==> config.mk <==
export PLATFORM = sky130hd
export DESIGN_NAME = integer_to_word_tokens_top
export DESIGN_NICKNAME = d
export VERILOG_FILES = /design/src/iwt_pkg.sv /design/src/iwt_bcd.sv /design/src/integer_to_word_tokens_top.sv
export SDC_FILE = /design/constraint.sdc
export NUM_CORES = 1
export LEC_CHECK = 0
export BUFFER_PORTS_ARGS = -buffer_cell sky130_fd_sc_hd__buf_2
export CORE_ASPECT_RATIO = 0.5
export CORE_UTILIZATION = 56
export DETAILED_ROUTE_END_ITERATION = 10
export GPL_TIMING_DRIVEN = 0
export PLACE_DENSITY = 0.88
export SETUP_SLACK_MARGIN = 0.3
export SYNTH_ARGS = -nofsm -noshare
export SYNTH_HDL_FRONTEND = slang
export SYNTH_HIERARCHICAL = 1
export SYNTH_SLANG_ARGS = --single-unit
export TNS_END_PERCENT = 5
==> constraint.sdc <==
create_clock -name clk -period 3.6 [get_ports clk]
set_input_delay 0.54 -clock clk [delete_from_list [all_inputs] [get_ports clk]]
set_output_delay 0.54 -clock clk [all_outputs]
set_load 0.03 [all_outputs]
==> src/iwt_pkg.sv <==
// ----------------------------------------------------------------------------
// iwt_pkg
// Shared types and token codes for the integer-to-word-tokens block.
// ----------------------------------------------------------------------------
package iwt_pkg;

  localparam int unsigned ValueW  = 31;
  localparam int unsigned WordW   = 5;
  localparam int unsigned NDigits = 10;
  localparam int unsigned BcdW    = 4 * NDigits;
  localparam int unsigned MaxTok  = 16;

  localparam logic [WordW-1:0] TOK_ZERO     = 5'd0;
  localparam logic [WordW-1:0] TOK_TEEN     = 5'd10;
  localparam logic [WordW-1:0] TOK_TENS     = 5'd18;
  localparam logic [WordW-1:0] TOK_HUNDRED  = 5'd28;
  localparam logic [WordW-1:0] TOK_THOUSAND = 5'd29;
  localparam logic [WordW-1:0] TOK_MILLION  = 5'd30;
  localparam logic [WordW-1:0] TOK_BILLION  = 5'd31;

  typedef enum logic [4:0] {
    ST_HUND_DIG = 5'b00001,
    ST_HUND_TOK = 5'b00010,
    ST_TENS     = 5'b00100,
    ST_ONES     = 5'b01000,
    ST_SCALE    = 5'b10000
  } step_t;

  typedef struct packed {
    logic done;
  } bcd_status_t;

endpackage

==> src/iwt_bcd.sv <==
// ----------------------------------------------------------------------------
// iwt_bcd
// Shift-and-add-3 binary to BCD converter, one input bit per cycle.
// ----------------------------------------------------------------------------
module iwt_bcd
  import iwt_pkg::*;
(
  input  logic              clk,
  input  logic              rst,
  input  logic              start,
  input  logic [ValueW-1:0] value,
  output bcd_status_t       status,
  output logic [BcdW-1:0]   digits
);

  logic [ValueW-1:0] bin;
  logic [BcdW-1:0]   adj;
  logic [4:0]        cnt;
  logic              busy;
  logic              done;

  always_comb begin
    for (int k = 0; k < NDigits; k++) begin
      if (digits[4*k +: 4] >= 4'd5) begin
        adj[4*k +: 4] = digits[4*k +: 4] + 4'd3;
      end else begin
        adj[4*k +: 4] = digits[4*k +: 4];
      end
    end
  end

  always_ff @(posedge clk) begin
    if (rst) begin
      busy <= 1'b0;
      done <= 1'b0;
      cnt  <= '0;
    end else begin
      done <= 1'b0;
      if (start) begin
        busy   <= 1'b1;
        cnt    <= '0;
        bin    <= value;
        digits <= '0;
      end else if (busy) begin
        digits <= {adj[BcdW-2:0], bin[ValueW-1]};
        bin    <= {bin[ValueW-2:0], 1'b0};
        cnt    <= cnt + 5'd1;
        if (cnt == 5'(ValueW - 1)) begin
          busy <= 1'b0;
          done <= 1'b1;
        end
      end
    end
  end

  assign status.done = done;

endmodule

==> src/integer_to_word_tokens_top.sv <==
// ----------------------------------------------------------------------------
// integer_to_word_tokens_top
// Spells a 31-bit value as English word tokens, most significant first.
// Sequence: bit-serial BCD conversion after the accept, a handoff state,
// then the spelling steps for each digit group; tokens then leave at one
// token per cycle on the output (1 to 16 tokens), stalls permitting.
// A new value is accepted only in idle, once the last token of the
// previous value has entered the output register.
// Reset: rst (synchronous) empties the output register and returns to idle.
// ----------------------------------------------------------------------------
module integer_to_word_tokens_top
  import iwt_pkg::*;
(
  input  logic              clk,
  input  logic              rst,
  input  logic              value_valid,
  output logic              value_ready,
  input  logic [ValueW-1:0] value,
  output logic              word_valid,
  input  logic              word_ready,
  output logic [WordW-1:0]  word,
  output logic              last
);

  typedef enum logic [3:0] {
    S_IDLE = 4'b0001,
    S_CONV = 4'b0010,
    S_FILL = 4'b0100,
    S_EMIT = 4'b1000
  } state_t;

  state_t            state;
  bcd_status_t       bcd_st;
  logic [BcdW-1:0]   digits;
  logic [3:0]        dg [NDigits];
  logic [1:0]        grp;
  step_t             step;
  logic [4:0]        cnt;
  logic [4:0]        rd;
  logic [WordW-1:0]  tokbuf [MaxTok];
  logic [3:0]        h, t, o;
  logic              wr_en;
  logic [WordW-1:0]  wr_tok;
  logic              accept;
  logic              emit_fire;
  logic              is_zero;

  assign value_ready = (state == S_IDLE);
  assign accept      = value_valid && value_ready;
  assign emit_fire   = (state == S_EMIT) && (!word_valid || word_ready);
  assign is_zero     = (digits == '0);

  iwt_bcd u_bcd (
    .clk    (clk),
    .rst    (rst),
    .start  (accept),
    .value  (value),
    .status (bcd_st),
    .digits (digits)
  );

  for (genvar k = 0; k < NDigits; k++) begin : g_dig
    assign dg[k] = digits[4*k +: 4];
  end

  always_comb begin
    case (grp)
      2'd0: begin
        h = 4'd0;
        t = 4'd0;
        o = dg[9];
      end
      2'd1: begin
        h = dg[8];
        t = dg[7];
        o = dg[6];
      end
      2'd2: begin
        h = dg[5];
        t = dg[4];
        o = dg[3];
      end
      default: begin
        h = dg[2];
        t = dg[1];
        o = dg[0];
      end
    endcase
  end

  always_comb begin
    wr_en  = 1'b0;
    wr_tok = TOK_ZERO;
    case (step)
      ST_HUND_DIG: begin
        wr_en  = (h != 4'd0);
        wr_tok = {1'b0, h};
      end
      ST_HUND_TOK: begin
        wr_en  = (h != 4'd0);
        wr_tok = TOK_HUNDRED;
      end
      ST_TENS: begin
        if (t >= 4'd2) begin
          wr_en  = 1'b1;
          wr_tok = TOK_TENS + {1'b0, t};
        end else if (t == 4'd1) begin
          wr_en  = 1'b1;
          wr_tok = TOK_TEEN + {1'b0, o};
        end else begin
          wr_en  = (o != 4'd0);
          wr_tok = {1'b0, o};
        end
      end
      ST_ONES: begin
        wr_en  = (t >= 4'd2) && (o != 4'd0);
        wr_tok = {1'b0, o};
      end
      ST_SCALE: begin
        wr_en  = (grp != 2'd3) && ((h | t | o) != 4'd0);
        wr_tok = TOK_BILLION - {3'd0, grp};
      end
      default: begin
        wr_en  = 1'b0;
        wr_tok = TOK_ZERO;
      end
    endcase
  end

  always_ff @(posedge clk) begin
    if (rst) begin
      state      <= S_IDLE;
      word_valid <= 1'b0;
      grp        <= '0;
      step       <= ST_HUND_DIG;
      cnt        <= '0;
      rd         <= '0;
    end else begin
      if (word_valid && word_ready && !emit_fire) begin
        word_valid <= 1'b0;
      end
      case (state)
        S_IDLE: begin
          if (accept) begin
            state <= S_CONV;
          end
        end
        S_CONV: begin
          if (bcd_st.done) begin
            state <= S_FILL;
            grp   <= '0;
            step  <= ST_HUND_DIG;
            cnt   <= '0;
            rd    <= '0;
          end
        end
        S_FILL: begin
          if (is_zero) begin
            tokbuf[0] <= TOK_ZERO;
            cnt       <= 5'd1;
            state     <= S_EMIT;
          end else begin
            if (wr_en) begin
              tokbuf[cnt[3:0]] <= wr_tok;
              cnt              <= cnt + 5'd1;
            end
            if (step == ST_SCALE) begin
              step <= ST_HUND_DIG;
              grp  <= grp + 2'd1;
              if (grp == 2'd3) begin
                state <= S_EMIT;
              end
            end else begin
              case (step)
                ST_HUND_DIG: step <= ST_HUND_TOK;
                ST_HUND_TOK: step <= ST_TENS;
                ST_TENS:     step <= ST_ONES;
                ST_ONES:     step <= ST_SCALE;
                default:     step <= ST_HUND_DIG;
              endcase
            end
          end
        end
        S_EMIT: begin
          if (emit_fire) begin
            word_valid <= 1'b1;
            word       <= tokbuf[rd[3:0]];
            last       <= (rd == cnt - 5'd1);
            rd         <= rd + 5'd1;
            if (rd == cnt - 5'd1) begin
              state <= S_IDLE;
            end
          end
        end
        default: begin
          state <= S_IDLE;
        end
      endcase
    end
  end

endmodule
==> impl_results.html, run 1 <==
<table>
<tr><th>Metric</th><th>Value</th></tr>
<tr><th colspan="2">Drt</th></tr>
<tr><td>Number of nets with antenna violations after detailed routing</td><td>0</td></tr>
<tr><td>Number of violations reported at the end of detailed-routing iteration 0</td><td>639</td></tr>
<tr><td>Drt first pass iters</td><td>6</td></tr>
<tr><td>Vias per cell</td><td>6.21</td></tr>
<tr><td>Average wire length per cell after detail routing</td><td>19.3 microns</td></tr>
<tr><td>DR vias</td><td>6,599</td></tr>
<tr><td>Remaining routing DRC violations</td><td>0</td></tr>
<tr><td>Final routed wirelength across all metal layers</td><td>20,500 microns</td></tr>
<tr><th colspan="2">Floorplanning</th></tr>
<tr><td>Width of the die</td><td>186 microns</td></tr>
<tr><td>Die outline area</td><td>17,500 sq um</td></tr>
<tr><td>Number of placed I/O pins</td><td>43</td></tr>
<tr><td>Placeable core region</td><td>16,400 sq um</td></tr>
<tr><td>Die H</td><td>94.0 microns</td></tr>
<tr><td>Initial core utilization</td><td>57.6%</td></tr>
<tr><td>Placement row count</td><td>33</td></tr>
<tr><th colspan="2">Logic synthesis</th></tr>
<tr><td>Total number of yosys warnings</td><td>6</td></tr>
<tr><td>Share of the synthesized area in the top cell type</td><td>49.8%</td></tr>
<tr><td>Share of synthesized area occupied by flip-flops and latches</td><td>55.9%</td></tr>
<tr><td>Flip-flop cell with the highest count after synthesis</td><td>sky130_fd_sc_hd__edfxtp_1</td></tr>
<tr><td>Nets in the synthesized netlist</td><td>827</td></tr>
<tr><td>Most used standard cells in the synthesized netlist</td><td>157 x sky130_fd_sc_hd__edfxtp_1, 91 x sky130_fd_sc_hd__nor2_1, 50 x sky130_fd_sc_hd__mux2_2</td></tr>
<tr><td>Count of unique library cells instantiated by Yosys</td><td>64</td></tr>
<tr><td>FF+latch count, synth</td><td>186</td></tr>
<tr><td>Number of enable flip-flop cells after synthesis</td><td>157</td></tr>
<tr><td>Synth top area cells</td><td>sky130_fd_sc_hd__edfxtp_1 50%, sky130_fd_sc_hd__dfxtp_1 6.1%, sky130_fd_sc_hd__mux2_2 5.9%</td></tr>
<tr><td>Share of synthesized flip-flops with an asynchronous set or reset</td><td>0%</td></tr>
<tr><td>Cells after Synth</td><td>761</td></tr>
<tr><td>Area of the mapped netlist</td><td>9470 sq um</td></tr>
<tr><td>Post-Syn Area per Cell</td><td>12.4 sq um</td></tr>
<tr><td>Cell type with the highest aggregate area in the netlist</td><td>sky130_fd_sc_hd__edfxtp_1</td></tr>
<tr><td>Most frequent cell after synthesis</td><td>sky130_fd_sc_hd__edfxtp_1</td></tr>
<tr><th colspan="2">Cells and area</th></tr>
<tr><td>Count of nets after finishing</td><td>890</td></tr>
<tr><td>Area grow syn2layout</td><td>12.6%</td></tr>
<tr><td>Register cell area after layout</td><td>5300 sq um</td></tr>
<tr><td>Fraction of layout cells with a size suffix above 1</td><td>25.8%</td></tr>
<tr><td>Non-filler cells, final</td><td>1,063</td></tr>
<tr><td>Combined area of the multi-input logic cells</td><td>3950 sq um</td></tr>
<tr><td>Antenna diode count</td><td>0</td></tr>
<tr><td>Layout fillers</td><td>1,196</td></tr>
<tr><td>Post-route cell area</td><td>10,700 sq um</td></tr>
<tr><th colspan="2">Placed design</th></tr>
<tr><td>Minimum setup slack after placement</td><td>-0.173 ns</td></tr>
<tr><td>Half-perimeter wire length after placement</td><td>13,900 microns</td></tr>
<tr><td>Count of port buffers added during placement</td><td>42</td></tr>
<tr><td>Final weighted congestion in routability-driven placement</td><td>0.908</td></tr>
<tr><td>Placed Instance Area</td><td>10,000 sq um</td></tr>
<tr><td>Number of placed cells counting well taps</td><td>1,032</td></tr>
<tr><th colspan="2">STA</th></tr>
<tr><td>Headroom to the max-slew limit</td><td>47.8%</td></tr>
<tr><td>Minimum setup slack in the final design</td><td>0.274 ns</td></tr>
<tr><td>Worst-Margin Slew</td><td>0.781 ns</td></tr>
<tr><td>Setup repair after global routing missed its margin</td><td>yes</td></tr>
<tr><td>Clock skew</td><td>0.0102 ns</td></tr>
<tr><td>Max frequency</td><td>301 MHz</td></tr>
<tr><td>Min Tclk post-route</td><td>3.33 ns</td></tr>
<tr><td>Final number of max-transition violations</td><td>0</td></tr>
<tr><td>Number of failing hold endpoints at the final stage</td><td>0</td></tr>
<tr><td>Total of endpoints with negative setup slack in the final report</td><td>0</td></tr>
<tr><td>Final critical-path share of the clock period</td><td>92.4%</td></tr>
<tr><th colspan="2">GRT</th></tr>
<tr><td>Number of antenna violations at the first check in global routing</td><td>0</td></tr>
<tr><td>GRT Util Overall</td><td>24.7%</td></tr>
<tr><td>Total congestion overflow after global routing</td><td>0</td></tr>
<tr><td>Maximum number of pins on one net before global-route repair</td><td>37</td></tr>
<tr><td>Global-route wire length before repair</td><td>32,100 microns</td></tr>
<tr><td>Vias in the first global route</td><td>6,489</td></tr>
<tr><th colspan="2">Clock tree</th></tr>
<tr><td>Clock buffer count from CTS</td><td>17</td></tr>
<tr><td>Total number of H-tree levels</td><td>4</td></tr>
<tr><td>CTS tree</td><td>yes</td></tr>
<tr><td>Clock Pin Slew Worst Setup and Hold Paths</td><td>0.07 ns</td></tr>
<tr><td>CTS Sinks</td><td>186</td></tr>
<tr><td>Root buffer cell</td><td>sky130_fd_sc_hd__clkbuf_16</td></tr>
<tr><td>Setup fix buffers added after clock tree synthesis</td><td>0</td></tr>
<tr><td>Maximum number of buffers from clock root to sink</td><td>2</td></tr>
<tr><td>Source-to-sink clock delay at the later pin of the worst-skew pair</td><td>0.44 ns</td></tr>
<tr><td>Cts-stage hold buffer count</td><td>0</td></tr>
<tr><th colspan="2">Critical path</th></tr>
<tr><td>Maximum single-stage delay on the critical path</td><td>0.64 ns</td></tr>
<tr><td>CP endpoint kind</td><td>flip-flop</td></tr>
<tr><td>Terminus of the critical flop-to-flop path</td><td>tokbuf[7][3]$_DFFE_PP_</td></tr>
<tr><td>Cell depth of the worst flop-to-flop path</td><td>10</td></tr>
<tr><td>CP cell instances</td><td>ha_1, inv_2, buf_6, a21oi_1, nor4_2, o21a_2, o21ai_2, nand2_2, buf_4, a31oi_2</td></tr>
<tr><td>Worst path top cell family by delay</td><td>compound AO/OA/AOI/OAI gates</td></tr>
<tr><td>Buffers and inverters on the worst path</td><td>3</td></tr>
<tr><td>Critical Path Sink</td><td>tokbuf[7][3]$_DFFE_PP_</td></tr>
<tr><td>CP arrival</td><td>3.45 ns</td></tr>
<tr><td>Reg-to-reg startpoint</td><td>grp[0]$_SDFFE_PP0P_</td></tr>
<tr><td>Slowest cell on the critical path</td><td>sky130_fd_sc_hd__a31oi_2</td></tr>
<tr><td>Type of the setup path with the least slack</td><td>flip-flop to flip-flop</td></tr>
<tr><td>Worst endpoint required time</td><td>3.73 ns</td></tr>
<tr><td>Highest fanout seen on the critical path</td><td>16</td></tr>
<tr><td>Number of cells on the critical path</td><td>10</td></tr>
<tr><td>Crit start category</td><td>flip-flop</td></tr>
<tr><td>Internal reg-to-reg setup slack</td><td>0.27 ns</td></tr>
<tr><td>Timing startpoint of the critical path</td><td>grp[0]$_SDFFE_PP0P_</td></tr>
<tr><th colspan="2">Min path</th></tr>
<tr><td>Classification of the worst-slack hold path</td><td>input pin to flip-flop</td></tr>
<tr><th colspan="2">Run status</th></tr>
<tr><td>Outcome</td><td>complete, no violations</td></tr>
<tr><th colspan="2">Power</th></tr>
<tr><td>IR Drop Worst-Case VDD</td><td>0.000323 V</td></tr>
<tr><td>Leakage Power</td><td>0.00385 uW</td></tr>
<tr><td>Pwr Density</td><td>446 nW/um^2</td></tr>
<tr><th colspan="2">Job</th></tr>
<tr><td>Max-capacitance violation count</td><td>0</td></tr>
</table>
==> where the power goes <==
part	internal, uW	total, uW	switching [uW]
logic	217	467	250
registers	2440	2530	89.4
clock network	896	1760	862
total	3560	4760	1200
==> through the flow <==
stage | utilization (%) | TNS, ns | hold WS (ns) | power [uW]
2_1_floorplan | - | 0 | 0.467 | 2890
3_3_place_gp | 60.8 | 0 | 0.492 | 2990
3_5_place_dp | 61.0 | -7.43 | 0.502 | 3040
4_1_cts | 64.6 | -1.99 | 0.382 | 4770
5_1_grt | 64.9 | 0 | 0.388 | 4920
6_report | 64.9 | 0 | 0.389 | 4760
==> metal layers <==
layer | vias to the layer above | GRT usage [%] | part of all wire (%)
met5 | - | 0 | 0
met4 | 0 | 10.6 | 2.6
met3 | 54 | 5.89 | 6.8
met2 | 306 | 40.6 | 49
met1 | 3257 | 31.4 | 41
li1 | 2982 | - | -
==> registers in the layout, summed over array words and instances (netlist names), 4 cells and up <==
name          flops
state             4
tokbuf           80
cnt               5
word              5
u_bcd/digits     40
rd                5
step              5
u_bcd/cnt         5
u_bcd/bin        31
==> final cells by class <==
| class | instances | area share (%) |
|---|---|---|
| repair buffers | 44 | 2.35 |
| plain buffers | 38 | 2.05 |
| flip-flops and latches | 186 | 49.6 |
| clock inverters | 14 | 1.09 |
| clock buffers | 17 | 3.99 |
| multi-input cells | 503 | 37.0 |
| well taps | 227 | 2.66 |
| inverters | 34 | 1.20 |
==> cells by family (layout without fill, tap and decap cells) <==
logic type	count (synthesis)	count (layout)	synth area share (%)
simple gates	252	252	13.8
flops	186	186	55.9
compound gates	123	123	8.55
mux	76	76	12.0
buf+inv	72	147	3.66
fa+ha+maj	31	31	4.10
xor+xnor	21	21	1.94
==> timing repair <==
item	CTS	global route
gates resized for setup	9	7
hold endpoints to repair	0	0
endpoints found under the setup margin	130	150
==> cells in the final DEF, fill, tap and decap left out, drive strengths merged, types with 5 or more instances in the layout <==
master,count
a21oi,47
nor2b,9
clkbuf,27
nand3b,6
buf,72
o21ai,26
nand4,6
xor2,14
nor3,32
mux2,50
nand2b,22
a31oi,6
nor2,93
nand3,8
nand2,39
clkinv,5
edfxtp,157
a221oi,5
xnor2,7
ha,31
mux4,25
nor4,21
inv,39
dfxtp,29
==> worst reg2reg max path: stages, from the launching register on <==
cell	delay (ns)
sky130_fd_sc_hd__dfxtp_1	0.45
sky130_fd_sc_hd__ha_1	0.34
sky130_fd_sc_hd__inv_2	0.11
sky130_fd_sc_hd__buf_6	0.16
sky130_fd_sc_hd__a21oi_1	0.46
sky130_fd_sc_hd__nor4_2	0.07
sky130_fd_sc_hd__o21a_2	0.16
sky130_fd_sc_hd__o21ai_2	0.27
sky130_fd_sc_hd__nand2_2	0.13
sky130_fd_sc_hd__buf_4	0.23
sky130_fd_sc_hd__a31oi_2	0.64
==> worst min path at each step <==
| stage | cells after the start | to | slack [ns] | from |
|---|---|---|---|---|
| floorplan | 2 | u_bcd/status$_SDFF_PP0_ | 0.47 | u_bcd/cnt[4]$_SDFFE_PP0P_ |
| global placement | 2 | state[2]$_SDFFE_PP0P_ | 0.49 | u_bcd/status$_SDFF_PP0_ |
| detailed placement | 1 | cnt[4]$_SDFFE_PP0P_ | 0.50 | cnt[4]$_SDFFE_PP0P_ |
| CTS | 2 | u_bcd/bin[0]$_SDFFCE_PN0P_ | 0.38 | value[0] |
| global route | 2 | u_bcd/bin[0]$_SDFFCE_PN0P_ | 0.39 | value[0] |
| finish | 2 | u_bcd/bin[0]$_SDFFCE_PN0P_ | 0.39 | value[0] |
No activity file was read; power rests on OpenSTA's default activity.
==> run 2, diff against run 1 <==
--- a/config.mk
+++ b/config.mk
@@ -11,6 +11,7 @@
 export DETAILED_ROUTE_END_ITERATION = 10
 export GPL_TIMING_DRIVEN = 0
 export PLACE_DENSITY = 0.88
+export REMOVE_ABC_BUFFERS = 1
 export SETUP_SLACK_MARGIN = 0.3
 export SYNTH_ARGS = -nofsm -noshare
 export SYNTH_HDL_FRONTEND = slang
==> impl_results.html, run 2 (same netlist as run 1, synthesis figures left out) <==
<table>
<tr><th>Metric</th><th>Value</th></tr>
<tr><th colspan="2">Drt</th></tr>
<tr><td>Number of violations reported at the end of detailed-routing iteration 0</td><td>893 (+40%)</td></tr>
<tr><td>Drt first pass iters</td><td>7 (+1)</td></tr>
<tr><td>Final routed wirelength across all metal layers</td><td>19,600 microns (-4.5%)</td></tr>
<tr><td>Number of nets with antenna violations after detailed routing</td><td>0 (unchanged)</td></tr>
<tr><td>DR vias</td><td>6,342 (-3.9%)</td></tr>
<tr><td>Vias per cell</td><td>6.16 (-0.72%)</td></tr>
<tr><td>Remaining routing DRC violations</td><td>0 (unchanged)</td></tr>
<tr><td>Average wire length per cell after detail routing</td><td>19.0 microns (-1.3%)</td></tr>
<tr><th colspan="2">Clock tree</th></tr>
<tr><td>Clock Pin Slew Worst Setup and Hold Paths</td><td>0.07 ns (about the same)</td></tr>
<tr><td>Source-to-sink clock delay at the later pin of the worst-skew pair</td><td>0.44 ns (about the same)</td></tr>
<tr><td>Total number of H-tree levels</td><td>4 (unchanged)</td></tr>
<tr><td>Clock buffer count from CTS</td><td>17 (unchanged)</td></tr>
<tr><td>CTS Sinks</td><td>186 (unchanged)</td></tr>
<tr><td>Root buffer cell</td><td>sky130_fd_sc_hd__clkbuf_16</td></tr>
<tr><td>Maximum number of buffers from clock root to sink</td><td>2 (unchanged)</td></tr>
<tr><td>CTS tree</td><td>yes</td></tr>
<tr><th colspan="2">STA</th></tr>
<tr><td>Number of failing hold endpoints at the final stage</td><td>0 (unchanged)</td></tr>
<tr><td>Final number of max-transition violations</td><td>0 (unchanged)</td></tr>
<tr><td>Final critical-path share of the clock period</td><td>90.8% (-1.6 points)</td></tr>
<tr><td>Min Tclk post-route</td><td>3.27 ns (-0.0583 ns)</td></tr>
<tr><td>Clock skew</td><td>0.0113 ns (+0.00109 ns)</td></tr>
<tr><td>Max frequency</td><td>306 MHz (+1.8%)</td></tr>
<tr><td>Worst-Margin Slew</td><td>1.19 ns (+0.407 ns)</td></tr>
<tr><td>Total of endpoints with negative setup slack in the final report</td><td>0 (unchanged)</td></tr>
<tr><td>Setup repair after global routing missed its margin</td><td>yes</td></tr>
<tr><td>Headroom to the max-slew limit</td><td>20.7% (-27 points)</td></tr>
<tr><td>Worst Hold Margin</td><td>0.391 ns (+0.00245 ns)</td></tr>
<tr><td>Minimum setup slack in the final design</td><td>0.332 ns (+0.0583 ns)</td></tr>
<tr><th colspan="2">Job</th></tr>
<tr><td>Max-capacitance violation count</td><td>0 (unchanged)</td></tr>
<tr><th colspan="2">Floorplanning</th></tr>
<tr><td>Placeable core region</td><td>16,400 sq um (unchanged)</td></tr>
<tr><td>Initial core utilization</td><td>57.6% (unchanged)</td></tr>
<tr><td>Number of placed I/O pins</td><td>43 (unchanged)</td></tr>
<tr><td>Placement row count</td><td>33 (unchanged)</td></tr>
<tr><td>Width of the die</td><td>186 microns (unchanged)</td></tr>
<tr><td>Die outline area</td><td>17,500 sq um (unchanged)</td></tr>
<tr><td>Die H</td><td>94.0 microns (unchanged)</td></tr>
<tr><th colspan="2">Cells and area</th></tr>
<tr><td>Layout fillers</td><td>1,208 (+1.0%)</td></tr>
<tr><td>Top library cells by usage in the layout, fill and taps aside</td><td>157 x sky130_fd_sc_hd__edfxtp_1, 90 x sky130_fd_sc_hd__nor2_1, 50 x sky130_fd_sc_hd__mux2_2</td></tr>
<tr><td>Largest registers</td><td>tokbuf: 80 flops, u_bcd/digits: 40 flops, u_bcd/bin: 31 flops</td></tr>
<tr><td>Area grow syn2layout</td><td>12.7% (about the same)</td></tr>
<tr><td>Fraction of layout cells with a size suffix above 1</td><td>25.2% (-0.65 points)</td></tr>
<tr><td>Count of nets after finishing</td><td>855 (-3.9%)</td></tr>
<tr><td>Antenna diode count</td><td>0 (unchanged)</td></tr>
<tr><td>Number of flip-flops in the largest register</td><td>80 (unchanged)</td></tr>
<tr><td>Register with the highest flop count</td><td>tokbuf</td></tr>
<tr><td>Most common cell after layout, fill and taps aside</td><td>sky130_fd_sc_hd__edfxtp_1</td></tr>
<tr><th colspan="2">Min path</th></tr>
<tr><td>Classification of the worst-slack hold path</td><td>input pin to flip-flop</td></tr>
<tr><td>Sink of the worst hold path</td><td>u_bcd/bin[0]$_SDFFCE_PN0P_</td></tr>
<tr><td>Cell depth of the worst min-delay path</td><td>2 (unchanged)</td></tr>
<tr><td>Hold path startpoint</td><td>value[0]</td></tr>
<tr><th colspan="2">Placed design</th></tr>
<tr><td>Final weighted congestion in routability-driven placement</td><td>0.905 (-0.34%)</td></tr>
<tr><td>Count of port buffers added during placement</td><td>42 (unchanged)</td></tr>
<tr><td>Half-perimeter wire length after placement</td><td>12,200 microns (-12%)</td></tr>
<tr><td>Minimum setup slack after placement</td><td>-0.429 ns (-0.256 ns)</td></tr>
<tr><th colspan="2">Critical path</th></tr>
<tr><td>Crit start category</td><td>flip-flop</td></tr>
<tr><td>Reg-to-reg startpoint</td><td>grp[0]$_SDFFE_PP0P_</td></tr>
<tr><td>Cell depth of the worst flop-to-flop path</td><td>9 (-1)</td></tr>
<tr><td>Worst endpoint required time</td><td>3.75 ns (+0.02 ns)</td></tr>
<tr><td>Type of the setup path with the least slack</td><td>flip-flop to flip-flop</td></tr>
<tr><td>CP endpoint kind</td><td>flip-flop</td></tr>
<tr><td>Highest fanout seen on the critical path</td><td>21 (+5)</td></tr>
<tr><td>CP arrival</td><td>3.42 ns (-0.03 ns)</td></tr>
<tr><td>Internal reg-to-reg setup slack</td><td>0.33 ns (+0.06 ns)</td></tr>
<tr><td>Terminus of the critical flop-to-flop path</td><td>tokbuf[10][4]$_DFFE_PP_</td></tr>
<tr><th colspan="2">GRT</th></tr>
<tr><td>GRT Util Overall</td><td>23.8% (-0.91 points)</td></tr>
<tr><td>Total congestion overflow after global routing</td><td>0 (unchanged)</td></tr>
<tr><td>Global-route wire length before repair</td><td>31,400 microns (-2.2%)</td></tr>
<tr><td>Maximum number of pins on one net before global-route repair</td><td>92 (+150%)</td></tr>
<tr><td>Number of antenna violations at the first check in global routing</td><td>1 (+1)</td></tr>
<tr><td>Vias in the first global route</td><td>6,265 (-3.5%)</td></tr>
<tr><th colspan="2">Power</th></tr>
<tr><td>IR Drop Worst-Case VDD</td><td>0.000327 V (+1.4%)</td></tr>
<tr><td>Pwr Density</td><td>452 nW/um^2 (+1.2%)</td></tr>
<tr><td>Leakage Power</td><td>0.00385 uW (about the same)</td></tr>
<tr><th colspan="2">Run status</th></tr>
<tr><td>Outcome</td><td>complete, no violations</td></tr>
</table>
[run 2: cell count changes in the layout (fill, tap and decap cells not counted), moves of 4 or more]
cell,change
sky130_fd_sc_hd__buf_2,-13
sky130_fd_sc_hd__clkbuf_1,-10
sky130_fd_sc_hd__buf_4,-7
sky130_fd_sc_hd__nor3_2,-6
sky130_fd_sc_hd__nor3_4,+6
sky130_fd_sc_hd__nor4_2,-6
sky130_fd_sc_hd__nor4_4,+6
sky130_fd_sc_hd__buf_6,-4
[run 2: critical path, cell delays in order, from the launching register on]
cell	delay (ns)
sky130_fd_sc_hd__dfxtp_1	0.37
sky130_fd_sc_hd__ha_2	0.30
sky130_fd_sc_hd__inv_2	0.28
sky130_fd_sc_hd__o21ai_1	0.23
sky130_fd_sc_hd__and4_4	0.27
sky130_fd_sc_hd__o21a_2	0.22
sky130_fd_sc_hd__o21ai_2	0.41
sky130_fd_sc_hd__nand2_8	0.32
sky130_fd_sc_hd__nor4_4	0.36
sky130_fd_sc_hd__buf_4	0.20
[run 2: repair_timing]
item / in CTS / in global routing
gates cloned: 0 / 0
pin swaps: 1 / 2
setup endpoints to repair: 155 / 161
hold buffers: 0 / 0
buffers inserted: 1 / 1
gates resized for setup: 28 / 11
[run 2: metrics by stage]
stage | utilization, % | power (uW) | TNS, ns | instances | area [sq um]
final | 65.0 | 4820 | 0 | 1029 | 10700
after global routing | 65.0 | 4980 | 0 | 1029 | 10700
after CTS | 64.6 | 4850 | 0 | 1028 | 10600
after detailed placement | 59.8 | 3020 | -26.34 | 995 | 9830
after global placement | 59.3 | 2980 | -286.88 | 992 | 9750
after floorplan | - | 2880 | -234.64 | 723 | 9250
[run 2: worst max path at each step]
stage,cells after the start,slack (ns),start,end
floorplan,4,-2.55,state[0]$_SDFFE_PP1P_,u_bcd/bin[0]$_SDFFCE_PN0P_
global placement,4,-3.26,state[0]$_SDFFE_PP1P_,u_bcd/bin[9]$_DFFE_PP_
detailed placement,8,-0.43,grp[0]$_SDFFE_PP0P_,tokbuf[6][3]$_DFFE_PP_
CTS,8,0.17,grp[0]$_SDFFE_PP0P_,tokbuf[13][2]$_DFFE_PP_
global route,9,0.17,cnt[0]$_SDFFE_PP0P_,state[0]$_SDFFE_PP1P_
finish,9,0.33,grp[0]$_SDFFE_PP0P_,tokbuf[10][4]$_DFFE_PP_
[run 2: layer usage]
layer	share of wire [%]	track usage, %	wire [microns]
met5	0.066	0	13
met4	1.6	9.22	307
met3	6.8	4.73	1330
met2	49	40.2	9640
met1	42	30.4	8270
[run 2: power breakdown]
group	internal [uW]	total [uW]	switching (uW)	leakage (uW)
Clock	927	1850	924	0.000284
Sequential	2440	2530	87.6	0.00187
Combinational	210	440	229	0.00170
Total	3580	4820	1240	0.00385
[run 2: area by class of cell]
class                           instances  area, sq um  share of cell area (%)
Sequential cell                       186         5300                    49.6
Multi-Input combinational cell        503         4080                    38.2
Clock buffer                           17          425                    3.98
Timing Repair Buffer                   47          313                    2.93
Tap cell                              227          284                    2.66
Clock inverter                         15          150                    1.41
Inverter                               34          128                    1.20
==> run 3, diff against run 2 <==
--- a/config.mk
+++ b/config.mk
@@ -5,10 +5,10 @@
 export SDC_FILE = /design/constraint.sdc
 export NUM_CORES = 1
 export LEC_CHECK = 0
-export BUFFER_PORTS_ARGS = -buffer_cell sky130_fd_sc_hd__buf_2
 export CORE_ASPECT_RATIO = 0.5
-export CORE_UTILIZATION = 56
+export CORE_UTILIZATION = 58
 export DETAILED_ROUTE_END_ITERATION = 10
+export DONT_BUFFER_PORTS = 1
 export GPL_TIMING_DRIVEN = 0
 export PLACE_DENSITY = 0.88
 export REMOVE_ABC_BUFFERS = 1
==> impl_results.html, run 3 (same netlist as run 1, synthesis figures left out) <==
<table>
<tr><th>Metric</th><th>Value</th></tr>
<tr><th colspan="2">Critical path</th></tr>
<tr><td>CP arrival</td><td>3.36 ns (-0.06 ns)</td></tr>
<tr><td>Crit start category</td><td>flip-flop</td></tr>
<tr><td>CP endpoint kind</td><td>flip-flop</td></tr>
<tr><td>Type of the setup path with the least slack</td><td>flip-flop to flip-flop</td></tr>
<tr><td>Highest fanout seen on the critical path</td><td>21 (unchanged)</td></tr>
<tr><td>Worst endpoint required time</td><td>3.68 ns (-0.07 ns)</td></tr>
<tr><th colspan="2">Power</th></tr>
<tr><td>Total Power Consumption</td><td>4890 uW (+1.4%)</td></tr>
<tr><td>Clock power share</td><td>39.7% (+1.3 points)</td></tr>
<tr><td>Sequential share of power</td><td>51.8% (-0.7 points)</td></tr>
<tr><td>Switching part of the total</td><td>24.5% (-1.2 points)</td></tr>
<tr><td>IR Drop Worst-Case VDD</td><td>0.000320 V (-2.1%)</td></tr>
<tr><td>Pwr Density</td><td>465 nW/um^2 (+3.0%)</td></tr>
<tr><td>Leakage Power</td><td>0.00370 uW (-4.0%)</td></tr>
<tr><td>Psw</td><td>1200 uW (-3.5%)</td></tr>
<tr><td>Proportion of power drawn by combinational gates</td><td>8.5% (-0.6 points)</td></tr>
<tr><td>P_int</td><td>3690 uW (+3.1%)</td></tr>
<tr><th colspan="2">STA</th></tr>
<tr><td>Number of failing hold endpoints at the final stage</td><td>0 (unchanged)</td></tr>
<tr><td>Final number of max-transition violations</td><td>0 (unchanged)</td></tr>
<tr><td>Max frequency</td><td>305 MHz (-0.22%)</td></tr>
<tr><td>Worst-Margin Slew</td><td>1.18 ns (-0.0103 ns)</td></tr>
<tr><td>Clock skew</td><td>0.0128 ns (+0.00151 ns)</td></tr>
<tr><td>Setup repair after global routing missed its margin</td><td>yes</td></tr>
<tr><td>Headroom to the max-slew limit</td><td>21.4% (+0.69 points)</td></tr>
<tr><td>Worst Hold Margin</td><td>0.165 ns (-0.226 ns)</td></tr>
<tr><td>Setup TNS</td><td>0 ns (unchanged)</td></tr>
<tr><td>Total of endpoints with negative setup slack in the final report</td><td>0 (unchanged)</td></tr>
<tr><td>Final critical-path share of the clock period</td><td>91.0% (+0.20 points)</td></tr>
<tr><td>Min Tclk post-route</td><td>3.27 ns (+0.00730 ns)</td></tr>
<tr><th colspan="2">GRT</th></tr>
<tr><td>Number of antenna violations at the first check in global routing</td><td>0 (-1)</td></tr>
<tr><td>Grt met3 use</td><td>6.10% (+1.4 points)</td></tr>
<tr><td>Met1 Resource Use GR</td><td>30.8% (+0.43 points)</td></tr>
<tr><td>Maximum number of pins on one net before global-route repair</td><td>94 (+2.2%)</td></tr>
<tr><td>Global-route wire length before repair</td><td>31,300 microns (-0.48%)</td></tr>
<tr><td>Total congestion overflow after global routing</td><td>0 (unchanged)</td></tr>
<tr><td>Most utilized layer in the global route result</td><td>met2</td></tr>
<tr><td>GRT met2 Usage</td><td>41.4% (+1.2 points)</td></tr>
<tr><td>Vias in the first global route</td><td>6,053 (-3.4%)</td></tr>
<tr><td>GRT Util Overall</td><td>24.4% (+0.67 points)</td></tr>
<tr><th colspan="2">Cells and area</th></tr>
<tr><td>Fraction of layout cells with a size suffix above 1</td><td>21.2% (-4.0 points)</td></tr>
<tr><td>Layout fillers</td><td>1,094 (-9.4%)</td></tr>
<tr><td>Largest registers</td><td>tokbuf: 80 flops, u_bcd/digits: 40 flops, u_bcd/bin: 31 flops</td></tr>
<tr><td>Antenna diode count</td><td>0 (unchanged)</td></tr>
<tr><td>Most common cell after layout, fill and taps aside</td><td>sky130_fd_sc_hd__edfxtp_1</td></tr>
<tr><td>Count of nets after finishing</td><td>816 (-4.6%)</td></tr>
<tr><td>End-of-flow core utilization</td><td>67.0% (+2.0 points)</td></tr>
<tr><td>Area grow syn2layout</td><td>11.0%</td></tr>
<tr><td>Top library cells by usage in the layout, fill and taps aside</td><td>157 x sky130_fd_sc_hd__edfxtp_1, 90 x sky130_fd_sc_hd__nor2_1, 50 x sky130_fd_sc_hd__mux2_2</td></tr>
<tr><td>Number of flip-flops in the largest register</td><td>80 (unchanged)</td></tr>
<tr><td>Register with the highest flop count</td><td>tokbuf</td></tr>
<tr><th colspan="2">Placed design</th></tr>
<tr><td>Count of port buffers added during placement</td><td>0 (-100%)</td></tr>
<tr><td>Half-perimeter wire length after placement</td><td>12,200 microns (-0.27%)</td></tr>
<tr><td>Final weighted congestion in routability-driven placement</td><td>0.869 (-4.0%)</td></tr>
<tr><th colspan="2">Clock tree</th></tr>
<tr><td>Cts-stage hold buffer count</td><td>0 (unchanged)</td></tr>
<tr><td>Clock buffer count from CTS</td><td>17 (unchanged)</td></tr>
<tr><td>Total number of H-tree levels</td><td>4 (unchanged)</td></tr>
<tr><td>Maximum number of buffers from clock root to sink</td><td>2 (unchanged)</td></tr>
<tr><td>CTS Sinks</td><td>186 (unchanged)</td></tr>
<tr><td>Source-to-sink clock delay at the later pin of the worst-skew pair</td><td>0.44 ns (about the same)</td></tr>
<tr><td>Clock Pin Slew Worst Setup and Hold Paths</td><td>0.08 ns (about the same)</td></tr>
<tr><td>CTS tree</td><td>yes</td></tr>
<tr><td>Root buffer cell</td><td>sky130_fd_sc_hd__clkbuf_16</td></tr>
<tr><th colspan="2">Run status</th></tr>
<tr><td>Outcome</td><td>complete, no violations</td></tr>
<tr><th colspan="2">Floorplanning</th></tr>
<tr><td>Die outline area</td><td>16,900 sq um (-3.4%)</td></tr>
<tr><td>Initial core utilization</td><td>60.3% (+2.7 points)</td></tr>
<tr><td>Placement row count</td><td>32 (-3.0%)</td></tr>
<tr><td>Number of placed I/O pins</td><td>43 (unchanged)</td></tr>
<tr><td>Die H</td><td>92.4 microns (-1.7%)</td></tr>
<tr><td>Placeable core region</td><td>15,700 sq um (-4.5%)</td></tr>
<tr><td>Width of the die</td><td>183 microns (-1.7%)</td></tr>
<tr><th colspan="2">Drt</th></tr>
<tr><td>Drt first pass iters</td><td>6 (-1)</td></tr>
<tr><td>Remaining routing DRC violations</td><td>0 (unchanged)</td></tr>
<tr><td>Vias per cell</td><td>6.25 (+1.4%)</td></tr>
<tr><td>Number of violations reported at the end of detailed-routing iteration 0</td><td>653 (-27%)</td></tr>
<tr><td>Average wire length per cell after detail routing</td><td>19.7 microns (+3.4%)</td></tr>
<tr><td>Final routed wirelength across all metal layers</td><td>19,300 microns (-1.1%)</td></tr>
<tr><td>DR vias</td><td>6,151 (-3.0%)</td></tr>
<tr><td>Number of nets with antenna violations after detailed routing</td><td>0 (unchanged)</td></tr>
<tr><th colspan="2">Min path</th></tr>
<tr><td>Classification of the worst-slack hold path</td><td>input pin to flip-flop</td></tr>
<tr><th colspan="2">Job</th></tr>
<tr><td>Max-capacitance violation count</td><td>0 (unchanged)</td></tr>
</table>
## run 3: cell types whose count changed in the layout (fill, tap and decap cells not counted), sizes merged
cell	before	now
buf	47	8
bufinv	0	2
inv	43	40
clkinv	5	6
## run 3: path summary, 6_finish.rpt
check,start,to,slack (ns),cells past startpoint
max,grp[0]$_SDFFE_PP0P_,tokbuf[10][4]$_DFFE_PP_,0.33,8
min,rst,word_valid$_SDFF_PP0_,0.17,1
max reg2reg,grp[0]$_SDFFE_PP0P_,tokbuf[10][4]$_DFFE_PP_,0.33,8
min reg2reg,u_bcd/cnt[4]$_SDFFE_PP0P_,u_bcd/status$_SDFF_PP0_,0.52,2
## run 3: routing by layer
metal	share of wire (%)	vias to the layer above
li1	-	2837
met1	41	3018
met2	50	257
met3	7.0	39
met4	1.8	0
met5	0	-
## run 3: final cells by class
cell class	instances	area, sq um	area share [%]
flip-flops and latches	186	5300	50.4
clock buffers	17	425	4.05
repair buffers	8	130	1.24
well taps	221	277	2.63
inverters	34	128	1.21
multi-input cells	503	4080	38.8
clock inverters	15	181	1.73
## run 3: worst max-delay path: stages, from the launching register on
cell and delay [ns]:
sky130_fd_sc_hd__dfxtp_1 0.46, sky130_fd_sc_hd__ha_2 0.39, sky130_fd_sc_hd__inv_2 0.19, sky130_fd_sc_hd__a21oi_1 0.46
sky130_fd_sc_hd__nor4_2 0.07, sky130_fd_sc_hd__o21a_2 0.16, sky130_fd_sc_hd__o21ai_2 0.37, sky130_fd_sc_hd__nand2_8 0.30
sky130_fd_sc_hd__nor4_4 0.50
## run 3: power by group through the flow
stage / Sequential, uW / Clock [uW] / Combinational, uW
CTS: 2530 / 1960 / 418
detailed placement: 2580 / 0 / 415
global placement: 2580 / 0 / 373
finish: 2530 / 1940 / 418
floorplan: 2550 / 0 / 330
global route: 2540 / 2040 / 468
## run 3: stage by stage
stage / setup slack (ns) / cell area (sq um) / cells
CTS: 0.142 / 10400 / 981
global placement: -4.10 / 9530 / 944
finish: 0.325 / 10500 / 984
global route: 0.206 / 10500 / 984
detailed placement: -0.403 / 9620 / 948
floorplan: -2.55 / 9250 / 723
## run 3: what timing repair did
item	CTS	global route
buffers inserted	1	3
setup endpoints to repair	157	160
pin swaps	0	6
gates resized for setup	30	7
